===== config.mk =====
export PLATFORM = sky130hd
export DESIGN_NAME = b2t_dabble_stage
export DESIGN_NICKNAME = d
export VERILOG_FILES = /design/src/hdl/b2t_pkg.sv /design/src/hdl/b2t_dabble_stage.sv
export SDC_FILE = /design/constraint.sdc
export NUM_CORES = 1
export LEC_CHECK = 0
export ABC_AREA = 0
export BUFFER_PORTS_ARGS = -buffer_cell sky130_fd_sc_hd__buf_2
export CAP_MARGIN = 20
export CORE_MARGIN = 4
export CORE_UTILIZATION = 60
export DETAILED_ROUTE_END_ITERATION = 12
export PLACE_DENSITY = 0.9
export REMOVE_ABC_BUFFERS = 1
export SYNTH_ARGS = -nofsm -noshare
export SYNTH_HDL_FRONTEND = slang
export SYNTH_SLANG_ARGS = --single-unit

===== constraint.sdc =====
create_clock -name i_clk -period 14.55 [get_ports i_clk]
set_input_delay 2.91 -clock i_clk [delete_from_list [all_inputs] [get_ports i_clk]]
set_output_delay 2.91 -clock i_clk [all_outputs]
set_load 0.02 [all_outputs]

===== src/hdl/b2t_pkg.sv =====
`timescale 1ns / 1ps
`default_nettype none
// ----------------------------------------------------------------------------
// b2t_pkg
// Shared types, constants and the shift-add-3 step of the binary to TBCD
// encoder.
// ----------------------------------------------------------------------------
package b2t_pkg;

    localparam int BIN_W          = 64;
    localparam int DEC_DIGITS     = 20;              // digits of a 64-bit value
    localparam int MAX_DIGITS     = 15;              // 1..15 kept digits
    localparam int OCT_NIBBLES    = 16;              // nibbles in the octet word
    localparam int COUNT_W        = 4;
    localparam int DIGIT_IDX_W    = $clog2(DEC_DIGITS + 1);
    localparam int BITS_PER_STAGE = 8;
    localparam int DABBLE_STAGES  = BIN_W / BITS_PER_STAGE;

    localparam logic [3:0] FILLER_NIBBLE = 4'hF;

    // binary bits still to shift in, and the BCD accumulator
    typedef struct packed {
        logic [BIN_W-1:0]                 bin;
        logic [DEC_DIGITS-1:0][3:0]       bcd;
    } t_dabble;

    // result of the digit count stage
    typedef struct packed {
        logic [DEC_DIGITS-1:0][3:0]       bcd;
        logic [DIGIT_IDX_W-1:0]           ndig;
        logic [COUNT_W-1:0]               keep;
        logic                             trunc;
    } t_count;

    // result word
    typedef struct packed {
        logic [BIN_W-1:0]                 tbcd_octets;
        logic [COUNT_W-1:0]               digit_count;
        logic                             truncated;
    } t_result;

    // BITS_PER_STAGE shift-add-3 iterations, MSB of bin first
    function automatic t_dabble dabble_steps(input t_dabble d);
        t_dabble r;
        r = d;
        for (int j = 0; j < BITS_PER_STAGE; j++) begin
            for (int k = 0; k < DEC_DIGITS; k++) begin
                if (r.bcd[k] >= 4'd5) begin
                    r.bcd[k] = r.bcd[k] + 4'd3;
                end
            end
            {r.bcd, r.bin} = {r.bcd, r.bin} << 1;
        end
        return r;
    endfunction

endpackage
`default_nettype wire


===== src/hdl/b2t_dabble_stage.sv =====
`timescale 1ns / 1ps
`default_nettype none
// ----------------------------------------------------------------------------
// b2t_dabble_stage
// One pipeline stage of the binary to BCD conversion: a group of
// shift-add-3 iterations followed by a register with its own valid bit.
// ----------------------------------------------------------------------------
module b2t_dabble_stage (
    input  wire               i_clk,
    input  wire               i_rst_n,
    input  wire               i_valid,
    output logic              o_ready,
    input  wire b2t_pkg::t_dabble i_data,
    output logic              o_valid,
    input  wire               i_ready,
    output b2t_pkg::t_dabble  o_data
);
    import b2t_pkg::*;

    logic    r_valid;
    t_dabble r_data;
    t_dabble n_data;

    // stage accepts when empty or when its word moves on
    assign o_ready = !r_valid || i_ready;
    assign n_data  = dabble_steps(i_data);

    always_ff @(posedge i_clk) begin
        if (!i_rst_n) begin
            r_valid <= 1'b0;
        end else if (o_ready) begin
            r_valid <= i_valid;
        end
    end

    always_ff @(posedge i_clk) begin
        if (o_ready && i_valid) begin
            r_data <= n_data;
        end
    end

    assign o_valid = r_valid;
    assign o_data  = r_data;

endmodule
`default_nettype wire


After elaboration in Yosys (flattened, before gate mapping)

Cells that the tools add are included.

Reduce and logical (&&, ||, !) cells: 3
Order comparisons: 160
Add/sub/neg operators: 160
Muxes and demuxes: 160

Operators by type and width:

| kind                                                | number |
|---|---|
| >= comparator 4 x 3 -> 1 bit, second input constant | 160 |
| adder 4 x 2 -> 4 bit, second input constant         | 152 |
| two-way mux 4 bit                                   | 152 |
| adder 3 x 2 -> 3 bit, second input constant         | 8 |
| two-way mux 3 bit                                   | 8 |
| logical AND 1 bit                                   | 1 |
| zero test 1 bit                                     | 1 |
| logical OR 1 bit                                    | 1 |

Register bits after elaboration: 137
Word-level logic and storage cells: 505
Bits of input ports: 148

Logic depth before layout (Yosys ltp)

Word-level depth: 16
Mapped depth: 39
Depth with buffers taken out: 36

Worst setup path before layout

Ideal clock, no wire load.

Path kind: input-to-reg
Start point: input port i_data[28] in the netlist's numbering
End point: register r_data (netlist bit o_data[48]) (data pin)
Arrival: 9.472 ns
Setup slack: 4.803 ns
Data required time: 14.275 ns
Library setup time: 0.275 ns
Stages on the path: 37
Path buffers: 3
Cell sequence: inv_1 ha_1 and2b_1 or3_4 and2_2 inv_2 ha_1 a21boi_0 o22ai_1 o221a_1 or2_1 buf_6 and3_4 buf_6 or2_2 inv_1 ha_1 o211ai_1 mux2_2 and2_1 a31oi_1 a21oi_1 or3_4 and2_1 buf_6 o21bai_1 xnor2_2 inv_2 ha_1 o21a_1 o22ai_1 nor2_1 a21oi_1 o221ai_1 o32a_1 mux2i_1 a2111oi_2

RTL lines:

| what                   | line                   | source |
|---|---|---|
| start: declaration     | b2t_dabble_stage.sv:13 | `input wire b2t_pkg::t_dabble i_data,` |
| end signal: assignment | b2t_dabble_stage.sv:38 | `r_data <= n_data;` |
| end: declaration       | b2t_dabble_stage.sv:21 | `t_dabble r_data;` |

==> results.cfg <==
[logic_synthesis]
syn_area_per_cell_um2 = 7.55
ys_seq_elements = 137
synth_xor_area_share_pct = 4.69
synth_cell_type_count = 132
synth_adder_area_share_pct = 7.08
synth_warnings = 0
yosysSeqAreaShare_pct = 16.5
synth_top_family_by_area = compound AO/OA/AOI/OAI gates
synth_compound_area_share_pct = 37.0
syn_inst = 3298
yosys_most_used_dff = edfxtp_1
syn-cell-area_mm2 = 0.0249
async_flop_share_pct = 0
synth.area.mux_share_pct = 7.91
synth-simple-area-share_pct = 22.0
synth_edf_count = 136

[global_routing]
antenna_found_initial = 2
grt_pass1_vias = 23200
grt_max_degree = 55
grt_usage_pct = 26.5
grt_pass1_wl_um = 104000
grt-ovfl-total = 0

[clock_tree]
hold_buffers = 0
clock_latency_ns = 0.49
h-tree-depth = 4
cts_resized = 0
cts-root-buf = clkbuf_16
cts.sinks = 137
numCtsBuffers = 17
clkTransAtPathRegs_ns = 0.06
clock_path_buffers = 2
cts_setup_buffers = 0
cts_tree = yes

[setup_path]
cp_data_required_time_ns = 14.77
cp_max_fo = 11
worstSetupStartpoint = i_data[57]
endpoint_kind = register
critical_path_class = in -> reg
start_kind = input pin
r2r.worst_path.cells = 4
ff2ff_setup_slack_ns = 11.90
cp.arrival_ns = 10.75
rr_endpoint = o_data[21]$_DFFE_PP_
r2r_start = o_valid$_SDFFE_PN0N_
slowest_stage = o311ai_0
cp_slowest_stage_delay_ns = 0.59

[die]
start_util_pct = 60.8
core_mm2 = 0.0409
die_area_mm2 = 0.0448
fp.dieH_um = 212
die_width_um = 212
fp-row-count = 74
pin_count = 294

[final_layout]
regArea_mm2 = 0.00410
multiInputGateArea_mm2 = 0.0196
final_layout_size_suffix_gt1_share_pct = 16.4
n_fill_cell = 3452
layout_common_cells = buf_2 (285), nor2_1 (276), nand2_1 (274), a21oi_1 (263), o21ai_0 (207)
fin_cells = 4063
final_common_cell = buf_2
syn2layout_area_growth_pct = 9.14
fin_nets = 3779

[timing]
final_max_slew_viol_count = 0
timing.fmax_ghz = 0.0950
hold-worst-slack_ns = 0.557
setup_viol = 0
finalClockSkew_ns = 0.0273
setup_tns_ns = 0
worstMarginPinSlew_ns = 1.13
final.min_clock_period_ns = 10.52
max-slew-margin-rel_pct = 24.8
rsz0062_at_grt = no
finalHoldViolCount = 0
period_share_pct = 72.3

[placement]
placed_cells_incl_taps = 4023
port_buffers = 285
dpl.hpwl_um = 48700
place.gp.congestion = 0.975

[min_path]
hold_depth = 2
holdPathEnd = o_valid$_SDFFE_PN0N_
holdCritPathClass = reg -> reg
worstHoldStart = o_valid$_SDFFE_PN0N_

[flow_run]
max_cap_viol_count = 0

[detailed_routing]
viasPerCell = 6.47
vias = 26300
drtPass1Iterations = 6
drc = 0
drt-wirelength-per-cell_um = 15.7
wl_um = 63900
drtIter0Drc = 2130
drtAntennaViolNets = 0

[run_status]
status = finished, final reports clean
==> how the worst max path moves through the flow <==
stage	depth (start not counted)	endpoint	slack, ns
6_report	31	o_data[68]$_DFFE_PP_	4.03
5_1_grt	31	o_data[68]$_DFFE_PP_	3.49
3_5_place_dp	31	o_data[68]$_DFFE_PP_	3.72
3_3_place_gp	31	o_data[68]$_DFFE_PP_	4.07
2_1_floorplan	30	o_data[68]$_DFFE_PP_	4.80
4_1_cts	31	o_data[68]$_DFFE_PP_	4.24
==> critical path: cells and delay by family <==
family | cells | cell delay (ns)
compound gates | 8 | 2.74
fa+ha+maj | 6 | 1.62
simple gates | 5 | 1.12
buf+inv | 8 | 1.10
xor+xnor | 3 | 0.91
mux | 1 | 0.35
==> synthesized netlist by cell type, drive strengths merged (18+ instances only) <==
cell / count / area [um^2]
a21oi: 280 / 1480
nor2: 279 / 1060
nand2: 275 / 1030
o21ai: 252 / 1310
inv: 186 / 698
edfxtp: 136 / 4080
ha: 120 / 1500
mux2i: 115 / 1200
nand3: 99 / 500
nor3: 91 / 470
o211ai: 89 / 713
xnor2: 80 / 795
clkbuf: 77 / 293
nand2b: 72 / 450
a211oi: 69 / 541
mux2: 66 / 747
a31oi: 60 / 375
a21o: 57 / 428
and2: 53 / 333
o21a: 52 / 390
o22ai: 48 / 319
or2: 42 / 263
and3: 40 / 255
nor2b: 35 / 219
buf: 34 / 214
xor2: 34 / 328
a22oi: 28 / 210
o221ai: 28 / 270
or3: 27 / 179
maj3: 26 / 260
nor3b: 26 / 195
a211o: 25 / 219
o21bai: 25 / 191
a31o: 23 / 201
o31ai: 22 / 180
a21boi: 21 / 180
a2bb2oi: 18 / 164
==> flip-flops by register name, indices dropped and copies added (netlist names) <==
| register | cells |
|---|---|
| o_data | 136 |
| o_valid | 1 |
==> routing by layer <==
| metal | global-route usage (%) | up-vias | routed length [um] |
|---|---|---|---|
| li1 | - | 13200 | - |
| met1 | 34.4 | 12200 | 27700 |
| met2 | 45.9 | 856 | 30800 |
| met3 | 4.08 | 91 | 4190 |
| met4 | 7.80 | 0 | 1260 |
| met5 | 0 | - | 0 |
==> cell families (layout without fill, tap and decap cells) <==
group                      Yosys count  count (layout)
muxes                              182             182
and+or+nand+nor                   1106            1106
xor gates and xnor gates           116             116
DFF                                137             137
adders and majority gates          146             146
AOI/OAI and AO/OA                 1311            1311
other                                1              15
buffers and inverters              299             518
==> cell type report <==
class / instances / share of cell area, %
timing repair buffer: 298 / 5.61
tap: 532 / 2.45
clock inverter: 14 / 0.428
inverter: 188 / 2.60
clock buffer: 18 / 1.58
multi-input combinational: 2869 / 72.2
antenna: 7 / 0.0645
sequential: 137 / 15.1
==> stage by stage <==
step	cell area [um^2]	util, %	worst slack [ns]
global placement	26600	65.0	4.07
floorplan	24400	-	4.80
CTS	27100	66.3	4.24
detailed placement	26600	65.0	3.72
finish	27200	66.4	4.03
global route	27100	66.3	3.49
Power is left out: the tool's default activity adds up to more than one toggle a clock period on the data nets, which glitch-free logic cannot reach.
